$ cat config.mk
export PLATFORM = sky130hd
export DESIGN_NAME = vfcm_back
export DESIGN_NICKNAME = d
export VERILOG_FILES = /design/src/design/vfcm_pkg.sv /design/src/design/vfcm_back.sv
export SDC_FILE = /design/constraint.sdc
export NUM_CORES = 1
export LEC_CHECK = 0
export BUFFER_PORTS_ARGS = -buffer_cell sky130_fd_sc_hd__buf_2
export CAP_MARGIN = 20
export CORE_MARGIN = 2
export CORE_UTILIZATION = 30
export DETAILED_ROUTE_END_ITERATION = 7
export GPL_TIMING_DRIVEN = 0
export PLACE_DENSITY = 0.47
export SETUP_SLACK_MARGIN = 0.3
export SLEW_MARGIN = 25
export SYNTH_ARGS = -nofsm -noshare
export SYNTH_HDL_FRONTEND = slang
export SYNTH_SLANG_ARGS = --single-unit
$ cat constraint.sdc
create_clock -name clk -period 2.9 [get_ports clk]
set_input_delay 0.145 -clock clk [delete_from_list [all_inputs] [get_ports clk]]
set_output_delay 0.145 -clock clk [all_outputs]
set_load 0.02 [all_outputs]
$ cat src/design/vfcm_pkg.sv
// ----------------------------------------------------------------------------
// vfcm_pkg: shared types, constants and the cube-corner table of the mesher
// Face codes, job word between front and back, front state encoding.
// ----------------------------------------------------------------------------
package vfcm_pkg;

  localparam int IDX_W      = 12;
  localparam int POS_W      = 5;
  localparam int FACE_W     = 3;
  localparam int VERT_W     = 3;
  localparam int FACE_N     = 6;
  localparam int SIDE_DEF   = 16;
  localparam int QDEPTH_DEF = 2;

  localparam logic OP_WRITE = 1'b0;
  localparam logic OP_MESH  = 1'b1;

  localparam logic [FACE_W-1:0] FACE_PX = 3'd0;
  localparam logic [FACE_W-1:0] FACE_MX = 3'd1;
  localparam logic [FACE_W-1:0] FACE_PY = 3'd2;
  localparam logic [FACE_W-1:0] FACE_MY = 3'd3;
  localparam logic [FACE_W-1:0] FACE_PZ = 3'd4;
  localparam logic [FACE_W-1:0] FACE_MZ = 3'd5;

  localparam logic [VERT_W-1:0] VERT_FIRST = 3'd0;
  localparam logic [VERT_W-1:0] VERT_LAST  = 3'd5;

  typedef struct packed {
    logic [POS_W-1:0]  x;
    logic [POS_W-1:0]  y;
    logic [POS_W-1:0]  z;
    logic [FACE_N-1:0] mask;
  } mesh_job_t;

  typedef enum logic [2:0] {
    F_IDLE,
    F_DIV_Y,
    F_REM_Y,
    F_DIV_Z,
    F_REM_Z,
    F_READ,
    F_PUSH
  } front_state_t;

  // corner bits: [0] x, [1] y, [2] z
  function automatic logic [2:0] face_corner(input logic [FACE_W-1:0] f,
                                             input logic [VERT_W-1:0] v);
    logic [17:0] row;
    logic [2:0]  c;
    case (f)
      FACE_PX: row = {3'd3, 3'd1, 3'd5, 3'd5, 3'd7, 3'd3};
      FACE_MX: row = {3'd2, 3'd0, 3'd4, 3'd4, 3'd6, 3'd2};
      FACE_PY: row = {3'd2, 3'd3, 3'd7, 3'd7, 3'd6, 3'd2};
      FACE_MY: row = {3'd0, 3'd1, 3'd5, 3'd5, 3'd4, 3'd0};
      FACE_PZ: row = {3'd4, 3'd5, 3'd7, 3'd7, 3'd6, 3'd4};
      FACE_MZ: row = {3'd0, 3'd1, 3'd3, 3'd3, 3'd2, 3'd0};
      default: row = '0;
    endcase
    case (v)
      3'd0:    c = row[2:0];
      3'd1:    c = row[5:3];
      3'd2:    c = row[8:6];
      3'd3:    c = row[11:9];
      3'd4:    c = row[14:12];
      3'd5:    c = row[17:15];
      default: c = '0;
    endcase
    return c;
  endfunction

  function automatic logic [FACE_W-1:0] first_face(input logic [FACE_N-1:0] mask);
    logic [FACE_W-1:0] r;
    r = FACE_PX;
    for (int i = FACE_N - 1; i >= 0; i--) begin
      if (mask[i]) begin
        r = FACE_W'(i);
      end
    end
    return r;
  endfunction

endpackage

$ cat src/design/vfcm_back.sv
// ----------------------------------------------------------------------------
// vfcm_back: vertex emitter
// Walks the open faces of one job, six vertices each, one per cycle unless the
// output stalls, into a registered output stage.
// ----------------------------------------------------------------------------
module vfcm_back import vfcm_pkg::*; (
  input  logic              clk,
  input  logic              rst_n,
  input  logic              q_valid,
  input  mesh_job_t         q_job,
  output logic              q_pop,
  output logic              out_valid,
  input  logic              out_stall,
  output logic [POS_W-1:0]  out_pos_x,
  output logic [POS_W-1:0]  out_pos_y,
  output logic [POS_W-1:0]  out_pos_z,
  output logic              out_tex_u,
  output logic              out_tex_v,
  output logic [FACE_W-1:0] out_face,
  output logic              out_last
);

  logic              busy_r;
  logic [FACE_N-1:0] mask_r, rest;
  logic [POS_W-1:0]  x_r, y_r, z_r;
  logic [VERT_W-1:0] vert_r;
  logic [FACE_W-1:0] face;
  logic [2:0]        corner;
  logic              emit, fin;
  logic              out_valid_r;
  logic [POS_W-1:0]  pos_x_r, pos_y_r, pos_z_r;
  logic              tex_u_r, tex_v_r, last_r;
  logic [FACE_W-1:0] face_r;

  assign face   = first_face(mask_r);
  assign corner = face_corner(face, vert_r);
  assign rest   = mask_r & ~(FACE_N'(1) << face);
  assign fin    = vert_r == VERT_LAST && rest == '0;
  assign emit   = busy_r && (!out_valid_r || !out_stall);
  assign q_pop  = q_valid && (!busy_r || (emit && fin));

  always_ff @(posedge clk) begin
    if (!rst_n) begin
      busy_r      <= 1'b0;
      out_valid_r <= 1'b0;
    end else begin
      if (q_pop) begin
        busy_r <= 1'b1;
      end else if (emit && fin) begin
        busy_r <= 1'b0;
      end
      if (emit) begin
        out_valid_r <= 1'b1;
      end else if (!out_stall) begin
        out_valid_r <= 1'b0;
      end
    end
  end

  always_ff @(posedge clk) begin
    if (q_pop) begin
      x_r    <= q_job.x;
      y_r    <= q_job.y;
      z_r    <= q_job.z;
      mask_r <= q_job.mask;
      vert_r <= VERT_FIRST;
    end else if (emit) begin
      if (vert_r == VERT_LAST) begin
        vert_r <= VERT_FIRST;
        mask_r <= rest;
      end else begin
        vert_r <= vert_r + VERT_W'(1);
      end
    end
    if (emit) begin
      pos_x_r <= x_r + POS_W'(corner[0]);
      pos_y_r <= y_r + POS_W'(corner[1]);
      pos_z_r <= z_r + POS_W'(corner[2]);
      tex_u_r <= corner[0];
      tex_v_r <= corner[1];
      face_r  <= face;
      last_r  <= fin;
    end
  end

  assign out_valid = out_valid_r;
  assign out_pos_x = pos_x_r;
  assign out_pos_y = pos_y_r;
  assign out_pos_z = pos_z_r;
  assign out_tex_u = tex_u_r;
  assign out_tex_v = tex_v_r;
  assign out_face  = face_r;
  assign out_last  = last_r;

endmodule

; ---- Yosys cells after proc, flatten, opt, wreduce, memory -nomap -nowiden
; Cells that the tools add are included.
[totals]
memories = 0
latchBits = 0
word_cells = 64
romBits = 0
output_inout_bits = 23
ff_bits = 47
mem_bits_rw = 0
in_bits = 25
[classes]
div_mod_pow = 0
mul = 0
shifts = 1
n_eq_ne = 11
order_cmp = 0
reduce_logical = 16
addsub = 4
n_mux = 16
bitwise = 2
[ops]
columns = cell, count
row1 = 18-bit one-hot mux with 6 select lines, 1
row2 = 3-bit two-way mux, 7
row3 = 6-bit two-way mux, 3
row4 = 3-bit one-hot mux with 6 select lines, 1
row5 = 5-bit by 1-bit adder with 5-bit output, 3
row6 = "3-bit by 2-bit equality test with 1-bit output, second input constant", 4
row7 = "3-bit equality test, second input constant", 4
row8 = 6-bit bitwise AND, 1
row9 = "3-bit by 1-bit equality test with 1-bit output, second input constant", 2
row10 = 3-bit zero test, 2
row11 = 6-bit zero test, 1
row12 = 6-bit inverter, 1
row13 = 2-bit nonzero test, 3
row14 = "1-bit by 3-bit left shift with 6-bit output, first input constant", 1
row15 = 1-bit logical AND, 4
row16 = 1-bit two-way mux, 4
row17 = "3-bit by 1-bit adder with 3-bit output, second input constant", 1
row18 = 1-bit zero test, 3
row19 = 1-bit logical OR, 2
row20 = "2-bit by 1-bit != test with 1-bit output, second input constant", 1
row21 = 2-bit AND reduction, 1

; ---- Depth between registers and ports, before layout
[depth]
ltp_word = 16
depth_mapped = 11

; ---- Worst setup path after synthesis
; Ideal clock, no wire load.
[synth_path]
path_kind = reg2reg
from = register vert_r[0]
to = register pos_y_r[4], in the netlist out_pos_y[4] (data pin)
setup_slack_ns = 0.643
arrival_time_ns = 2.000
path_stages_with_launch = 12
synth_period_minus_slack_ns = 2.257
required_ns = 2.642
setup_ns = 0.258
cell_sequence = dfxtp_1 > clkbuf_1 > and2_1 > ha_1 > nor2b_1 > nor3_1 > o32ai_1 > a211oi_1 > ha_1 > ha_1 > nand3_1 > xnor2_1
[synth_via]
elab_chain_cells = 3
word_cells_on_any_way = 8
classes_between = add/sub: 1 / eq/ne: 5 / mux: 1 / reduce/logical: 1
[synth_lines]
columns = item, line_no
row1 = "start, declared", vfcm_back.sv:26  ; logic [VERT_W-1:0] vert_r;
row2 = "start signal, assigned", vfcm_back.sv:72  ; vert_r <= vert_r + VERT_W'(1);
row3 = "3-bit equality test, or another cell as far along", vfcm_pkg.sv:59  ; case (v)
row4 = 3-bit one-hot mux with 6 select lines *, vfcm_pkg.sv:59
row5 = net corner[1], vfcm_back.sv:28  ; logic [2:0] corner;
row6 = 5-bit by 1-bit adder with 5-bit output *, vfcm_back.sv:77  ; pos_y_r <= y_r + POS_W'(corner[1]);
row7 = "end signal, assigned", vfcm_back.sv:77
row8 = "end, declared", vfcm_back.sv:31  ; logic [POS_W-1:0] pos_x_r, pos_y_r, pos_z_r;
; The timed path passes the listed nets; every way through them passes the cells marked *.
; A chain may end at the register's enable or synchronous reset.

; ---- Worst setup path in the final report
; Same ends and word-level chain as after synthesis.

==> run_results.csv <==
group,metric,value,unit
run_status,status,"finished clean",
pwr,power_density,598,nW/um^2
place,dp_cells,316,
sta,period_needed,2.46,ns
layout,stdcell_count,328,
synth,synthArstFlopShare,0,%
pwr,p_leak,0.00106,uW
setup_path,cp-start-kind,"flop",
global_route,first_global_vias,1431,
sta,min_period_over_period,84.9,%
setup_path,crit_arrival,2.52,ns
floorplanning,fp.dieH,89.6,um
layout,nNetsFinal,260,
detailed_routing,drtIter0Drc,52,
detailed_routing,routed_wl,4440,um
layout,fin_util,38.0,%
place,globalplace.congestion,0.732,
floorplanning,die_area,8020,um^2
sta,tightest_slew,0.941,ns
synth,synth_area,2200,um^2
global_route,grt_max_degree,24,
global_route,antenna_found_initial,0,
setup_path,crit_top_cell,"ha_1",
detailed_routing,met2_wirelength,1970,um
synth,syn_area_per_cell,12.9,um^2
detailed_routing,wl_met1,2190,um
synth,synthFlopType,"edfxtp_1",
layout,diodes,0,
sta,setup_viol,0,
detailed_routing,dr.pass1.iters,4,
worst_hold_path,worstHoldPathType,"in2reg",
pwr,vdd_drop_max,0.297,mV
synth,ys_seq_area_share,62.0,%
layout,area.growth.synth_to_final,24.2,%
detailed_routing,highest_layer,"met4",
clocking,cts_tree,"yes",
detailed_routing,drc,0,
clocking,clock_latency,0.30,ns
floorplanning,core,7180,um^2
clocking,path_clk_slew,0.09,ns
setup_path,crit_required,2.96,ns
job,maxCapViolCount,0,
clocking,cts_buffers,5,
layout,multiInputGateArea,803,um^2
setup_path,endpoint_kind,"flop",
place,hpwl,3150,um
synth,synth_seq_cells,47,
synth,yosysWarnings,0,
synth,synth_cell_types,45,
layout,final-seq-area,1360,um^2
global_route,overflow,0,
sta,skew,0.00686,ns
setup_path,cp_max_fo,10,
synth,netlist_instances,170,
detailed_routing,avgViaCountPerCell,4.66,
setup_path,crit_chain,"clkbuf_2, and2_1, ha_1, nor2b_1, nor3_1, o32ai_1, a211oi_2, ha_1, ha_1, nand3_1, xnor2_1",
clocking,cts_buffer_depth,2,
sta,slew_viol_final,0,
place,portBuffers,47,
synth,synth_nets,202,
clocking,htree_levels,2,
setup_path,critical_path_class,"reg2reg",
setup_path,cp_slowest_stage_delay,0.35,ns
floorplanning,die_w,89.6,um
sta,tns,0,ns
detailed_routing,vias,1528,
sta,hold_violations,0,
detailed_routing,wl_met3,209,um
sta,relSlewSlack,37.2,%
global_route,grt_pass1_wl,6990,um
clocking,cts.sinks,47,
layout,fillers,711,
sta,max_freq,406,MHz
floorplanning,initial_core_util,30.6,%
sta,rsz0062_at_grt,"true",
layout,layout-drive-gt1-share,32.3,%
clocking,root_buffer,"clkbuf_8",
setup_path,slowest_stage,"dfxtp_1",
detailed_routing,ant_nets,0,
floorplanning,rows,31,
detailed_routing,wire_per_inst,13.5,um
global_route,track_usage,11.5,%
floorplanning,top_level_ports,48,
synth,synth_edf_count,42,
==> state kept, by name, indices dropped and copies added, names as in the netlist <==
signal / count
out_pos_y: 5
mask_r: 6
vert_r: 3
out_valid: 1
out_tex_v: 1
out_face: 3
out_tex_u: 1
out_pos_x: 5
y_r: 5
out_last: 1
out_pos_z: 5
x_r: 5
z_r: 5
busy_r: 1
==> logic make-up after synthesis <==
group | Yosys count | synth area share [%]
xor gates and xnor gates | 10 | 3.99
DFF | 47 | 62.0
adders and majority gates | 7 | 3.99
buffers and inverters | 13 | 2.68
AOI/OAI and AO/OA | 39 | 14.1
and+or+nand+nor | 54 | 13.3
==> per-layer routing <==
| layer | GRT usage (%) | vias up |
|---|---|---|
| met5 | 0 | - |
| met4 | 3.66 | 0 |
| met3 | 2.86 | 8 |
| met2 | 18.8 | 46 |
| met1 | 15.0 | 710 |
| li1 | - | 764 |
==> Yosys cell counts (2+ instances only) <==
cell | n | area, um^2
o21ai_0 | 3 | 15.0
dfxtp_1 | 5 | 100
nand3_1 | 11 | 55.1
inv_1 | 6 | 22.5
nor3_1 | 5 | 25.0
nand2_1 | 10 | 37.5
edfxtp_1 | 42 | 1260
ha_1 | 7 | 87.6
and3_1 | 5 | 31.3
a2bb2oi_1 | 2 | 17.5
nor2b_1 | 4 | 25.0
clkbuf_1 | 4 | 15.0
nor2_1 | 6 | 22.5
a31oi_1 | 3 | 18.8
buf_2 | 2 | 10.0
nand2b_1 | 3 | 18.8
o211ai_1 | 8 | 60.1
xnor2_1 | 6 | 52.6
xor2_1 | 4 | 35.0
a21oi_1 | 8 | 40.0
nor4_1 | 2 | 12.5
==> worst paths after layout <==
| kind | startpoint | to | slack [ns] | depth (start not counted) |
|---|---|---|---|---|
| worst min register to register | y_r[4] | out_pos_y[4] | 0.55 | 1 |
| worst max register to register | vert_r[0] | out_pos_y[4] | 0.44 | 11 |
| worst min-delay path | q_job[14] | y_r[3] | 0.02 | 1 |
| worst max-delay path | vert_r[0] | out_pos_y[4] | 0.44 | 11 |
==> report_power, final <==
| part | total (uW) | leakage, uW | internal (uW) | switching, uW |
|---|---|---|---|---|
| sequential | 842 | 0.000442 | 814 | 27.4 |
| combinational | 307 | 0.000558 | 123 | 184 |
| clock | 482 | 0.0000581 | 257 | 225 |
| total | 1630 | 0.00106 | 1190 | 437 |
==> timing repair <==
item,CTS,global route
buffers inserted,0,4
setup endpoints to repair,2,4
cloned,0,0
resized for setup,2,4
hold buffers,0,0
endpoints found under the hold margin,0,0
==> through the flow <==
stage	setup slack [ns]	hold slack [ns]	power, uW	cell area (um^2)
4_1_cts	0.370	0.0123	1640	2670
3_5_place_dp	0.232	0.325	1150	2550
3_3_place_gp	0.269	0.323	1150	2550
6_report	0.438	0.0191	1630	2730
5_1_grt	0.264	0.00223	1710	2730
2_1_floorplan	0.643	0.244	1060	2200
==> area by class of cell <==
class / count / area share (%)
Sequential cell: 47 / 49.9
Buffer: 7 / 1.38
Timing Repair Buffer: 51 / 9.73
Tap cell: 99 / 4.54
Clock buffer: 5 / 2.52
Inverter: 6 / 0.826
Clock inverter: 3 / 1.61
Multi-Input combinational cell: 110 / 29.5
==> worst max-delay path: cells and delay by family (launching register included) <==
kind | cells | cell delay [ns]
fa+ha+maj | 3 | 0.64
flops | 1 | 0.35
buf+inv | 1 | 0.23
compound gates | 2 | 0.36
simple gates | 4 | 0.50
xor+xnor | 1 | 0.13
==> placed cells by master (no fill, tap or decap), types with 5 or more instances in the layout <==
cell,n
buf_2,49
edfxtp_1,42
nand3_1,11
nand2_1,9
a21oi_1,8
o211ai_1,8
ha_1,7
inv_1,6
nor2_1,6
xnor2_1,6
nor3_1,5
and3_1,5
dfxtp_1,5
clkbuf_8,5
(Power assumes the default switching activity.)
