$ cat src/design/vfcm_pkg.sv
// ----------------------------------------------------------------------------
// vfcm_pkg: shared types, constants and the cube-corner table of the mesher
// Face codes, job word between front and back, front state encoding.
// ----------------------------------------------------------------------------
package vfcm_pkg;

  localparam int IDX_W      = 12;
  localparam int POS_W      = 5;
  localparam int FACE_W     = 3;
  localparam int VERT_W     = 3;
  localparam int FACE_N     = 6;
  localparam int SIDE_DEF   = 16;
  localparam int QDEPTH_DEF = 2;

  localparam logic OP_WRITE = 1'b0;
  localparam logic OP_MESH  = 1'b1;

  localparam logic [FACE_W-1:0] FACE_PX = 3'd0;
  localparam logic [FACE_W-1:0] FACE_MX = 3'd1;
  localparam logic [FACE_W-1:0] FACE_PY = 3'd2;
  localparam logic [FACE_W-1:0] FACE_MY = 3'd3;
  localparam logic [FACE_W-1:0] FACE_PZ = 3'd4;
  localparam logic [FACE_W-1:0] FACE_MZ = 3'd5;

  localparam logic [VERT_W-1:0] VERT_FIRST = 3'd0;
  localparam logic [VERT_W-1:0] VERT_LAST  = 3'd5;

  typedef struct packed {
    logic [POS_W-1:0]  x;
    logic [POS_W-1:0]  y;
    logic [POS_W-1:0]  z;
    logic [FACE_N-1:0] mask;
  } mesh_job_t;

  typedef enum logic [2:0] {
    F_IDLE,
    F_DIV_Y,
    F_REM_Y,
    F_DIV_Z,
    F_REM_Z,
    F_READ,
    F_PUSH
  } front_state_t;

  // corner bits: [0] x, [1] y, [2] z
  function automatic logic [2:0] face_corner(input logic [FACE_W-1:0] f,
                                             input logic [VERT_W-1:0] v);
    logic [17:0] row;
    logic [2:0]  c;
    case (f)
      FACE_PX: row = {3'd3, 3'd1, 3'd5, 3'd5, 3'd7, 3'd3};
      FACE_MX: row = {3'd2, 3'd0, 3'd4, 3'd4, 3'd6, 3'd2};
      FACE_PY: row = {3'd2, 3'd3, 3'd7, 3'd7, 3'd6, 3'd2};
      FACE_MY: row = {3'd0, 3'd1, 3'd5, 3'd5, 3'd4, 3'd0};
      FACE_PZ: row = {3'd4, 3'd5, 3'd7, 3'd7, 3'd6, 3'd4};
      FACE_MZ: row = {3'd0, 3'd1, 3'd3, 3'd3, 3'd2, 3'd0};
      default: row = '0;
    endcase
    case (v)
      3'd0:    c = row[2:0];
      3'd1:    c = row[5:3];
      3'd2:    c = row[8:6];
      3'd3:    c = row[11:9];
      3'd4:    c = row[14:12];
      3'd5:    c = row[17:15];
      default: c = '0;
    endcase
    return c;
  endfunction

  function automatic logic [FACE_W-1:0] first_face(input logic [FACE_N-1:0] mask);
    logic [FACE_W-1:0] r;
    r = FACE_PX;
    for (int i = FACE_N - 1; i >= 0; i--) begin
      if (mask[i]) begin
        r = FACE_W'(i);
      end
    end
    return r;
  endfunction

endpackage

$ cat src/design/vfcm_queue.sv
// ----------------------------------------------------------------------------
// vfcm_queue: short job queue between front and back
// Register-based ring buffer with occupancy count.
// ----------------------------------------------------------------------------
module vfcm_queue import vfcm_pkg::*; #(
  parameter int DEPTH = QDEPTH_DEF
) (
  input  logic      clk,
  input  logic      rst_n,
  input  logic      push,
  input  mesh_job_t push_job,
  output logic      full,
  input  logic      pop,
  output mesh_job_t pop_job,
  output logic      valid
);

  localparam int PTR_W = $clog2(DEPTH);
  localparam int CNT_W = $clog2(DEPTH + 1);
  localparam logic [PTR_W-1:0] PTR_TOP = PTR_W'(DEPTH - 1);
  localparam logic [CNT_W-1:0] CNT_MAX = CNT_W'(DEPTH);

  mesh_job_t        slot_r [DEPTH];
  logic [PTR_W-1:0] wr_ptr_r, rd_ptr_r;
  logic [CNT_W-1:0] cnt_r;

  assign full    = cnt_r == CNT_MAX;
  assign valid   = cnt_r != '0;
  assign pop_job = slot_r[rd_ptr_r];

  always_ff @(posedge clk) begin
    if (!rst_n) begin
      wr_ptr_r <= '0;
      rd_ptr_r <= '0;
      cnt_r    <= '0;
    end else begin
      if (push) begin
        wr_ptr_r <= (wr_ptr_r == PTR_TOP) ? '0 : wr_ptr_r + PTR_W'(1);
      end
      if (pop) begin
        rd_ptr_r <= (rd_ptr_r == PTR_TOP) ? '0 : rd_ptr_r + PTR_W'(1);
      end
      if (push && !pop) begin
        cnt_r <= cnt_r + CNT_W'(1);
      end else if (pop && !push) begin
        cnt_r <= cnt_r - CNT_W'(1);
      end
    end
  end

  always_ff @(posedge clk) begin
    if (push) begin
      slot_r[wr_ptr_r] <= push_job;
    end
  end

endmodule

$ cat config.mk
export PLATFORM = sky130hd
export DESIGN_NAME = vfcm_queue
export DESIGN_NICKNAME = d
export VERILOG_FILES = /design/src/design/vfcm_pkg.sv /design/src/design/vfcm_queue.sv
export SDC_FILE = /design/constraint.sdc
export NUM_CORES = 1
export LEC_CHECK = 0
export BUFFER_PORTS_ARGS = -buffer_cell sky130_fd_sc_hd__buf_2
export CAP_MARGIN = 15
export CORE_MARGIN = 5
export CORE_UTILIZATION = 54
export CTS_CLUSTER_SIZE = 30
export DETAILED_ROUTE_END_ITERATION = 6
export HOLD_SLACK_MARGIN = 0.02
export PLACE_DENSITY = 0.82
export SLEW_MARGIN = 20
export SYNTH_ARGS = -nofsm -noshare
export SYNTH_HDL_FRONTEND = slang
export SYNTH_SLANG_ARGS = --single-unit
$ cat constraint.sdc
create_clock -name clk -period 3.17 [get_ports clk]
set_input_delay 0.1585 -clock clk [delete_from_list [all_inputs] [get_ports clk]]
set_output_delay 0.1585 -clock clk [all_outputs]
set_load 0.05 [all_outputs]
Yosys cells after proc, flatten, opt, wreduce, memory -nomap -nowiden
Memory sizes are Yosys's and may differ from the RTL's. A register that Yosys moved wholly into a read port is not among the register bits.
Index checks and enable logic that the tools add are counted.
{"block": "word_totals", "regBits": 4, "ramBits": 42, "inputBits": 25, "wordCells": 23, "mem_count": 1}
{"block": "classes", "add_sub_neg": 4, "eq_ne": 1, "n_mux": 8, "reduce_logical": 6}
{"name": "slot_r", "words": 2, "word_bits": 21, "rd": 1, "rd_ports_with_merged_regs": 1, "wr": 1, "line": "vfcm_queue.sv:23", "source": "mesh_job_t slot_r [DEPTH];"}
{"cell": "1-bit 2-to-1 mux", "count": 6}
{"cell": "2-bit 2-to-1 mux", "count": 2}
{"cell": "2-bit nonzero test", "count": 2}
{"cell": "1-bit adder, second input constant", "count": 2}
{"cell": "2-bit by 1-bit adder with 2-bit output, second input constant", "count": 1}
{"cell": "2-bit == test, second input constant", "count": 1}
{"cell": "1-bit logical AND", "count": 2}
{"cell": "1-bit logical NOT", "count": 2}
{"cell": "2-bit by 1-bit subtractor with 2-bit output, second input constant", "count": 1}

Depth between registers and ports, before layout
Gate-level depths: netlist (run 1).
{"block": "depth", "depth_word": 4, "depth_mapped": 5, "ltp_nobuf": 5}

Worst setup path after synthesis (run 1)
No wires, ideal clock.
{"block": "synth_timing", "kind": "reg-to-reg", "from": "register wr_ptr_r", "to": "memory slot_r[0][0] (netlist name) (enable)", "setup_time_ns": 0.403, "arrival_ns": 1.296, "t_required_ns": 2.767, "setup_slack_ns": 1.471, "path_stages_with_launch": 2, "path_buffers": 0, "path_cell_list": "dfxtp_1 -> nor2b_1"}
{"element": "start, declared", "line": "vfcm_queue.sv:24", "source": "logic [PTR_W-1:0] wr_ptr_r, rd_ptr_r;"}
{"element": "start signal, assigned", "line": "vfcm_queue.sv:38", "source": "wr_ptr_r <= (wr_ptr_r == PTR_TOP) ? '0 : wr_ptr_r + PTR_W'(1);"}
{"element": "end, declared", "line": "vfcm_queue.sv:23"}
Straight into the memory's write port.

==> impl_metrics.env, run 1 <==
export IMPL_cts_setup_buffers=0
export IMPL_die_h_um=66.6
export IMPL_ant_nets=0
export IMPL_seq_area_frac_synth=0.787
export IMPL_syn_area_um2=1730
export IMPL_area_delta_synth_final_pct=33.8
export IMPL_cpMaxStageDelayCell="dfxtp_1"
export IMPL_die_w_um=66.6
export IMPL_power_density_nw_per_um2=582
export IMPL_hold_class="primary input to flop"
export IMPL_cts_made_buffers=5
export IMPL_start_util=0.566
export IMPL_grt_ovfl_total=0
export IMPL_whs_endpoint="wr_ptr_r$_SDFFE_PN0P_"
export IMPL_grt_use_met3=0.0607
export IMPL_synth_avg_cell_area_um2=19.9
export IMPL_hold_depth=2
export IMPL_coreArea_um2=3050
export IMPL_cp_arrival_ns=1.91
export IMPL_maxSlewViolCount=0
export IMPL_critPathTopFamily="flip-flops"
export IMPL_drt_wirelength_per_cell_um=14.1
export IMPL_avgViaCountPerCell=4.80
export IMPL_syn_inst=87
export IMPL_drc_errors=0
export IMPL_r2r_cells=1
export IMPL_crit_path_end_kind="primary output"
export IMPL_critical_path_required_ns=3.01
export IMPL_grt_busiest_layer="met2"
export IMPL_leakage_nw=0.902
export IMPL_insertion_delay_ns=0.35
export IMPL_synth_nets=113
export IMPL_clock_fmax_mhz=484
export IMPL_min_period_ns=2.07
export IMPL_grt_pass1_vias=1024
export IMPL_globalplace_congestion=0.668
export IMPL_cpPeakStageDelay_ns=0.93
export IMPL_grt_antenna_before_repair=0
export IMPL_clkSinkCount=47
export IMPL_num_vias=984
export IMPL_io_pins=48
export IMPL_fin_tns_setup_ns=0
export IMPL_fin_nets=186
export IMPL_status="complete, no violations"
export IMPL_cts_buffer_depth=2
export IMPL_path_cells="mux2_2 > buf_2"
export IMPL_yosysTopAreaCellShare=0.729
export IMPL_critPathBufInv=1
export IMPL_grt_use_total=0.150
export IMPL_fin_cells=205
export IMPL_start_kind="flop"
export IMPL_drive_gt1_frac=0.491
export IMPL_cts_tree="done"
export IMPL_diodes=0
export IMPL_final_hold_viol_count=0
export IMPL_fin_skew_ns=0.00305
export IMPL_grt_pass1_wl_um=4670
export IMPL_worstHoldStart="rst_n"
export IMPL_max_slew_margin=0.350
export IMPL_drtIter0Drc=16
export IMPL_ctsResizeCount=0
export IMPL_cts_htree_levels=2
export IMPL_die_area_um2=4430
export IMPL_rsz0062_at_grt="false"
export IMPL_layout_common_cells="buf_2 (47), edfxtp_1 (42), mux2_2 (21), dlygate4sd3_1 (21)"
export IMPL_ys_warn_count=0
export IMPL_cp_max_fo=21
export IMPL_port_buffers=47
export IMPL_worst_pin_slew_ns=0.976
export IMPL_dp_cells=176
export IMPL_reg2reg_to="slot_r[1][19]$_DFFE_PP_"
export IMPL_globalRouteMet2Util=0.275
export IMPL_fin_crit_sh=0.652
export IMPL_maxCapViolCount=0
export IMPL_yosysUniqueCellTypes=16
export IMPL_vdd_ir_drop_max_mv=0.647
export IMPL_synth_seq_cells=47
export IMPL_wirelength_um=2890
export IMPL_hpwl_um=1770
export IMPL_clk_pin_slew_ns=0.12
export IMPL_first_pass_iters=4
export IMPL_yosysTopAreaCell="edfxtp_1"
export IMPL_r2r_start="wr_ptr_r$_SDFFE_PN0P_"
export IMPL_final_common_cell="buf_2"
export IMPL_use_met1=0.150
export IMPL_grt_max_degree=23
export IMPL_cts_hold_buf=21
export IMPL_ys_top_cells_by_area="edfxtp_1 (73%), mux2_2 (14%), dfxtp_1 (5.8%)"
export IMPL_setup_viol=0
export IMPL_rows=20
export IMPL_rrSetupSlack_ns=1.60
export IMPL_cts_root_buf="clkbuf_4"
export IMPL_path_class="flop to primary output"
logic make-up (layout without fill, tap and decap cells):
group | count (synthesis) | count (layout) | share of synthesized area
mux | 21 | 21 | 0.137
buf+inv | 3 | 77 | 0.00796
flops | 47 | 47 | 0.787
fa+ha+maj | 1 | 1 | 0.00723
compound gates | 3 | 3 | 0.0116
simple gates | 9 | 9 | 0.0340
xor+xnor | 3 | 3 | 0.0152
cell type report:
cell class / instances / area (µm²)
Sequential cell: 47 / 1360
Inverter: 1 / 3.75
Clock inverter: 2 / 35.0
Tap cell: 44 / 55.1
Fill cell: 208 / 739
Timing Repair Buffer: 68 / 445
Clock buffer: 6 / 51.3
Multi-Input combinational cell: 37 / 362
power by group:
part           switching [mW]  total, mW  internal [mW]
sequential             0.0213      0.734          0.712
clock                   0.171      0.357          0.186
combinational           0.165      0.256         0.0909
how the worst max path moves through the flow:
stage / startpoint / end / slack [ns] / cells after the start
6_report: flop / pop_job[19] / 1.10 / 2
5_1_grt: flop / pop_job[17] / 0.93 / 2
4_1_cts: flop / pop_job[3] / 1.05 / 2
3_5_place_dp: flop / pop_job[17] / 1.45 / 2
3_3_place_gp: flop / pop_job[11] / 1.46 / 2
2_1_floorplan: wr_ptr_r$_SDFFE_PN0P_ / slot_r[0][0]$_DFFE_PP_ / 1.47 / 1
cell usage after synthesis:
| library cell | count |
|---|---|
| or2_2 | 1 |
| mux2_2 | 21 |
| edfxtp_1 | 42 |
| buf_2 | 2 |
| or3_1 | 1 |
| xor2_1 | 2 |
| o21a_1 | 1 |
| nor2b_1 | 2 |
| and2b_2 | 1 |
| o21ai_0 | 1 |
| a21boi_1 | 1 |
| ha_1 | 1 |
| inv_1 | 1 |
| dfxtp_1 | 5 |
| and2_1 | 4 |
| xnor2_1 | 1 |
sequential cells by signal (all words and copies together), names as in the netlist, named ones only:
name,cells
slot_r,42
cnt_r,2
rd_ptr_r,1
wr_ptr_r,1
per-layer routing:
layer	routed length [µm]	share of wire
met1	1110	0.38
met2	1550	0.53
met3	211	0.073
met4	24	0.0083
met5	0	0
per-stage QoR:
step                      power (mW)  instance area (µm²)  setup slack [ns]  hold slack [ns]   util
after detailed placement       0.984                 2010              1.45            0.349  0.659
after CTS                       1.36                 2310              1.05           0.0442  0.756
after floorplan                0.924                 1730              1.47            0.257      -
after global routing            1.41                 2310             0.927           0.0415  0.758
after global placement         0.978                 2010              1.46            0.346  0.659
final                           1.35                 2310              1.10           0.0594  0.758
No activity file was read; power rests on OpenSTA's default activity.
==> run 2: changes to the inputs <==
--- a/config.mk
+++ b/config.mk
@@ -8,11 +8,11 @@
 export BUFFER_PORTS_ARGS = -buffer_cell sky130_fd_sc_hd__buf_2
 export CAP_MARGIN = 15
 export CORE_MARGIN = 5
-export CORE_UTILIZATION = 54
+export CORE_UTILIZATION = 50
 export CTS_CLUSTER_SIZE = 30
 export DETAILED_ROUTE_END_ITERATION = 6
 export HOLD_SLACK_MARGIN = 0.02
-export PLACE_DENSITY = 0.82
+export PLACE_DENSITY = 0.77
 export SLEW_MARGIN = 20
 export SYNTH_ARGS = -nofsm -noshare
 export SYNTH_HDL_FRONTEND = slang
==> constraint.sdc (replaced) <==
create_clock -name clk -period 2 [get_ports clk]
set_input_delay 0.1 -clock clk [delete_from_list [all_inputs] [get_ports clk]]
set_output_delay 0.1 -clock clk [all_outputs]
set_load 0.05 [all_outputs]
==> run 2 against run 1 <==
  * Die area grew 6.8%
  * Clock skew grew 0.0030 ns
  * Non-clock buffer count grew 5
  * Critical endpoint unchanged
  * Largest power group unchanged
==> impl_metrics.env, run 2 (synthesized netlist as in run 1, its figures left out) <==
export IMPL_die_h_um=68.8
export IMPL_fin_ws_ns=0.452
export IMPL_start_kind="flop"
export IMPL_insertion_delay_ns=0.34
export IMPL_coreArea_um2=3340
export IMPL_maxCapViolCount=0
export IMPL_grt_use_met3=0.0470
export IMPL_setup_viol=0
export IMPL_vdd_ir_drop_max_mv=0.568
export IMPL_largest_reg_flops=42
export IMPL_ctsResizeCount=0
export IMPL_drt_wirelength_per_cell_um=14.5
export IMPL_min_period_ns=1.55
export IMPL_grt_pass1_wl_um=4690
export IMPL_port_buffers=47
export IMPL_hold_class="primary input to flop"
export IMPL_die_area_um2=4730
export IMPL_num_vias=987
export IMPL_area_delta_synth_final_pct=33.6
export IMPL_globalRouteMet2Util=0.259
export IMPL_final_hold_viol_count=0
export IMPL_cts_tree="done"
export IMPL_critical_path_required_ns=1.90
export IMPL_grt_antenna_before_repair=0
export IMPL_clkSinkCount=47
export IMPL_path_cells="buf_4 > mux2_2 > buf_2"
export IMPL_cts_buffer_depth=2
export IMPL_hpwl_um=1990
export IMPL_fill_cells=238
export IMPL_drc_errors=0
export IMPL_ff_latch_area_um2=1360
export IMPL_path_class="flop to primary output"
export IMPL_drtIter0Drc=33
export IMPL_start_util=0.518
export IMPL_clock_fmax_mhz=646
export IMPL_place_ws_ns=0.661
export IMPL_fin_util=0.693
export IMPL_fin_skew_ns=0.00603
export IMPL_io_pins=48
export IMPL_layout_common_cells="buf_2 (47), edfxtp_1 (42), dlygate4sd3_1 (22)"
export IMPL_cts_htree_levels=2
export IMPL_diodes=0
export IMPL_fin_crit_sh=0.774
export IMPL_wirelength_um=3060
export IMPL_cp_max_fo=11
export IMPL_use_met1=0.155
export IMPL_globalplace_congestion=0.627
export IMPL_fin_nets=191
export IMPL_final_common_cell="buf_2"
export IMPL_rsz0062_at_grt="false"
export IMPL_avgViaCountPerCell=4.68
export IMPL_crit_path_end_kind="primary output"
export IMPL_clk_pin_slew_ns=0.11
export IMPL_status="complete, no violations"
export IMPL_top_regs="slot_r x42, cnt_r x2"
export IMPL_power_density_nw_per_um2=848
export IMPL_top_register="slot_r"
export IMPL_cpMaxStageDelayCell="mux2_2"
export IMPL_cts_made_buffers=5
export IMPL_grt_busiest_layer="met2"
export IMPL_cpPeakStageDelay_ns=0.36
export IMPL_leakage_nw=0.903
export IMPL_first_pass_iters=4
export IMPL_max_slew_margin=0.751
export IMPL_grt_ovfl_total=0
export IMPL_maxSlewViolCount=0
export IMPL_fin_tns_setup_ns=0
export IMPL_grt_max_degree=22
export IMPL_drive_gt1_frac=0.491
export IMPL_die_w_um=68.8
export IMPL_rows=21
export IMPL_cts_root_buf="clkbuf_4"
export IMPL_grt_pass1_vias=1033
export IMPL_ant_nets=0
export IMPL_cp_arrival_ns=1.45
export IMPL_multi_input_area_um2=357
export IMPL_grt_use_total=0.145
export IMPL_worst_pin_slew_ns=0.373
run 2: layout make-up:
cell class,count,area share
Multi-Input combinational cell,37,0.154
Sequential cell,47,0.589
Inverter,1,0.00162
Clock inverter,2,0.00379
Tap cell,46,0.0249
Timing Repair Buffer,73,0.210
Clock buffer,5,0.0162
run 2: power by group:
part	leakage (nW)	internal [mW]	switching [mW]
Clock	0.0285	0.125	0.257
Combinational	0.438	0.152	0.279
Sequential	0.436	1.13	0.0187
Total	0.903	1.41	0.555
run 2: through the flow:
stage	hold WS (ns)	cell area, µm²	total power [mW]	instances
finish	0.109	2310	1.96	211
detailed placement	0.292	2040	1.57	182
global placement	0.291	2040	1.56	182
floorplan	0.199	1730	1.46	87
CTS	0.0934	2310	1.98	211
global route	0.0952	2310	2.06	211
run 2: layer usage:
metal | vias to the layer above | wire length (µm)
met5 | - | 0
met4 | 0 | 38
met3 | 4 | 157
met2 | 27 | 1650
met1 | 471 | 1210
li1 | 485 | -
run 2: what timing repair did:
item / CTS / global route
endpoints found under the hold margin: 45 / 0
hold buffers: 22 / 0
setup endpoints to repair: 0 / 0
buffers inserted: 0 / 0
run 2: critical path, delay by kind of cell (launching register included):
family / cells / cell delay, ns
DFF: 1 / 0.34
buffers and inverters: 2 / 0.41
muxes: 1 / 0.36
run 2: path summary, 6_finish.rpt:
kind	from	endpoint	slack, ns	depth (start not counted)
setup / recovery	flop	pop_job[19]	0.45	3
hold / removal	push	wr_ptr_r$_SDFFE_PN0P_	0.11	3
setup reg to reg	wr_ptr_r$_SDFFE_PN0P_	slot_r[1][6]$_DFFE_PP_	0.67	2
hold reg to reg	cnt_r[1]$_SDFFE_PN0P_	cnt_r[1]$_SDFFE_PN0P_	0.53	2
==> run 3: changes to the inputs <==
==> constraint.sdc (replaced) <==
create_clock -name clk -period 1.6 [get_ports clk]
set_input_delay 0.08 -clock clk [delete_from_list [all_inputs] [get_ports clk]]
set_output_delay 0.08 -clock clk [all_outputs]
set_load 0.05 [all_outputs]
==> run 3 against run 2 <==
  * Critical path depth unchanged
  * Global-route usage increased by 0.12 points
  * Critical path type unchanged
  * Utilization increased by 1.7 points
  * Count of clock-buffer cells in the layout unchanged
  * Sequential cell count unchanged
  * Largest cell class unchanged
  * Total power increased by 36%
  * Clock skew decreased by 0.00052 ns
  * Wire length increased by 4.1%
==> impl_metrics.env, run 3 (synthesized netlist as in run 1, its figures left out) <==
export IMPL_status="complete, no violations"
export IMPL_fin_ws_ns=0.0623
export IMPL_p_seq_frac=0.541
export IMPL_wirelength_um=3180
export IMPL_place_ws_ns=0.398
export IMPL_hold_ws_ns=0.0797
export IMPL_grt_antenna_before_repair=0
export IMPL_hpwl_um=2080
export IMPL_p_int_mw=1.93
export IMPL_grt_use_total=0.146
export IMPL_grt_ovfl_total=0
export IMPL_diodes=0
export IMPL_die_area_um2=4730
export IMPL_setup_viol=0
export IMPL_fin_skew_ns=0.00551
export IMPL_cp_endpoint="pop_job[5]"
export IMPL_maxCapViolCount=0
export IMPL_first_pass_iters=4
export IMPL_num_vias=1006
export IMPL_ant_nets=0
export IMPL_clock_fmax_mhz=650
export IMPL_combPwrFrac=0.207
export IMPL_cts_root_buf="clkbuf_4"
export IMPL_coreArea_um2=3340
export IMPL_top_regs="slot_r x42, cnt_r x2"
export IMPL_grt_pass1_vias=1073
export IMPL_clk_pin_slew_ns=0.12
export IMPL_port_buffers=47
export IMPL_die_w_um=68.8
export IMPL_dp_cells=183
export IMPL_drc_errors=0
export IMPL_avgViaCountPerCell=4.72
export IMPL_vdd_ir_drop_max_mv=0.722
export IMPL_rrSetupSlack_ns=0.44
export IMPL_drive_gt1_frac=0.503
export IMPL_pwr_share_clk=0.252
export IMPL_start_kind="flop"
export IMPL_placed_area_um2=2060
export IMPL_start_util=0.518
export IMPL_fin_nets=192
export IMPL_grt_pass1_wl_um=4770
export IMPL_path_class="flop to primary output"
export IMPL_leakage_nw=0.928
export IMPL_p_sw_frac=0.272
export IMPL_top_register="slot_r"
export IMPL_rsz0062_at_grt="false"
export IMPL_r2r_cells=2
export IMPL_switching_power_mw=0.723
export IMPL_fin_cells=213
export IMPL_worst_pin_slew_ns=0.294
export IMPL_rows=21
export IMPL_drtIter0Drc=28
export IMPL_cts_buffer_depth=2
export IMPL_grt_max_degree=21
export IMPL_maxSlewViolCount=0
export IMPL_fin_area_um2=2370
export IMPL_die_h_um=68.8
export IMPL_cts_htree_levels=2
export IMPL_clkSinkCount=47
export IMPL_min_period_ns=1.54
export IMPL_globalplace_congestion=0.700
export IMPL_power_mw=2.66
export IMPL_insertion_delay_ns=0.35
export IMPL_cp_max_fo=20
export IMPL_r2r_start="wr_ptr_r$_SDFFE_PN0P_"
export IMPL_largest_reg_flops=42
export IMPL_final_hold_viol_count=0
export IMPL_fin_crit_sh=0.961
export IMPL_cts_tree="done"
export IMPL_cts_made_buffers=5
export IMPL_critical_path_required_ns=1.52
export IMPL_area_delta_synth_final_pct=36.9
export IMPL_reg2reg_to="slot_r[0][1]$_DFFE_PP_"
export IMPL_drt_wirelength_per_cell_um=14.9
export IMPL_fin_tns_setup_ns=0
export IMPL_power_density_nw_per_um2=1120
export IMPL_max_slew_margin=0.803
export IMPL_cp_arrival_ns=1.46
export IMPL_hold_class="primary input to flop"
export IMPL_layout_common_cells="buf_2 (45), edfxtp_1 (42), dlygate4sd3_1 (22)"
export IMPL_fin_util=0.709
export IMPL_io_pins=48
export IMPL_crit_path_end_kind="primary output"
export IMPL_final_common_cell="buf_2"
## run 3: cell count changes in the layout (fill, tap and decap cells not counted)
cell       change
buf_12         +1
buf_4          +2
dfxtp_2        +1
dfxtp_1        -1
buf_2          -2
bufinv_16      +1
## run 3: critical path, cell delays in order (launching register included)
cell and delay [ns]:
dfxtp_2 0.37, buf_12 0.17, mux2_2 0.36, buf_2 0.21
## run 3: power by group through the flow
stage                     registers (mW)  logic (mW)  clock network, mW
after floorplan                     1.46       0.376                  0
final                               1.44       0.551              0.669
after global placement              1.46       0.499                  0
after detailed placement            1.46       0.509                  0
after CTS                           1.44       0.553              0.689
after global routing                1.44       0.581              0.751
## run 3: how the worst min path moves through the flow
stage | startpoint | end | slack [ns] | cells after the start
after CTS | pop | flop | 0.06 | 3
after detailed placement | push_job[7] | slot_r[0][7]$_DFFE_PP_ | 0.27 | 1
after global routing | pop | rd_ptr_r$_SDFFE_PN0P_ | 0.07 | 3
final | pop | flop | 0.08 | 3
after global placement | push_job[7] | slot_r[0][7]$_DFFE_PP_ | 0.27 | 1
after floorplan | push_job[0] | slot_r[0][0]$_DFFE_PP_ | 0.18 | 0
## run 3: repair_timing
action	in CTS	in global routing
endpoints found under the setup margin	4	2
buffers inserted	0	0
endpoints found under the hold margin	47	0
hold buffers	22	0
gates resized for setup	1	4
## run 3: routing by layer
layer	vias up	routed length (µm)	global-route usage
met5	-	0	0
met4	0	19	0.0584
met3	2	172	0.0535
met2	32	1780	0.259
met1	485	1210	0.157
li1	487	-	-
## run 3: area by class of cell
type / count / area (µm²)
fillers: 250 / 970
inverters: 1 / 3.75
flip-flops and latches: 47 / 1360
clock buffers: 5 / 37.5
clock inverters: 3 / 38.8
multi-input cells: 37 / 357
repair buffers: 74 / 510
well taps: 46 / 57.6
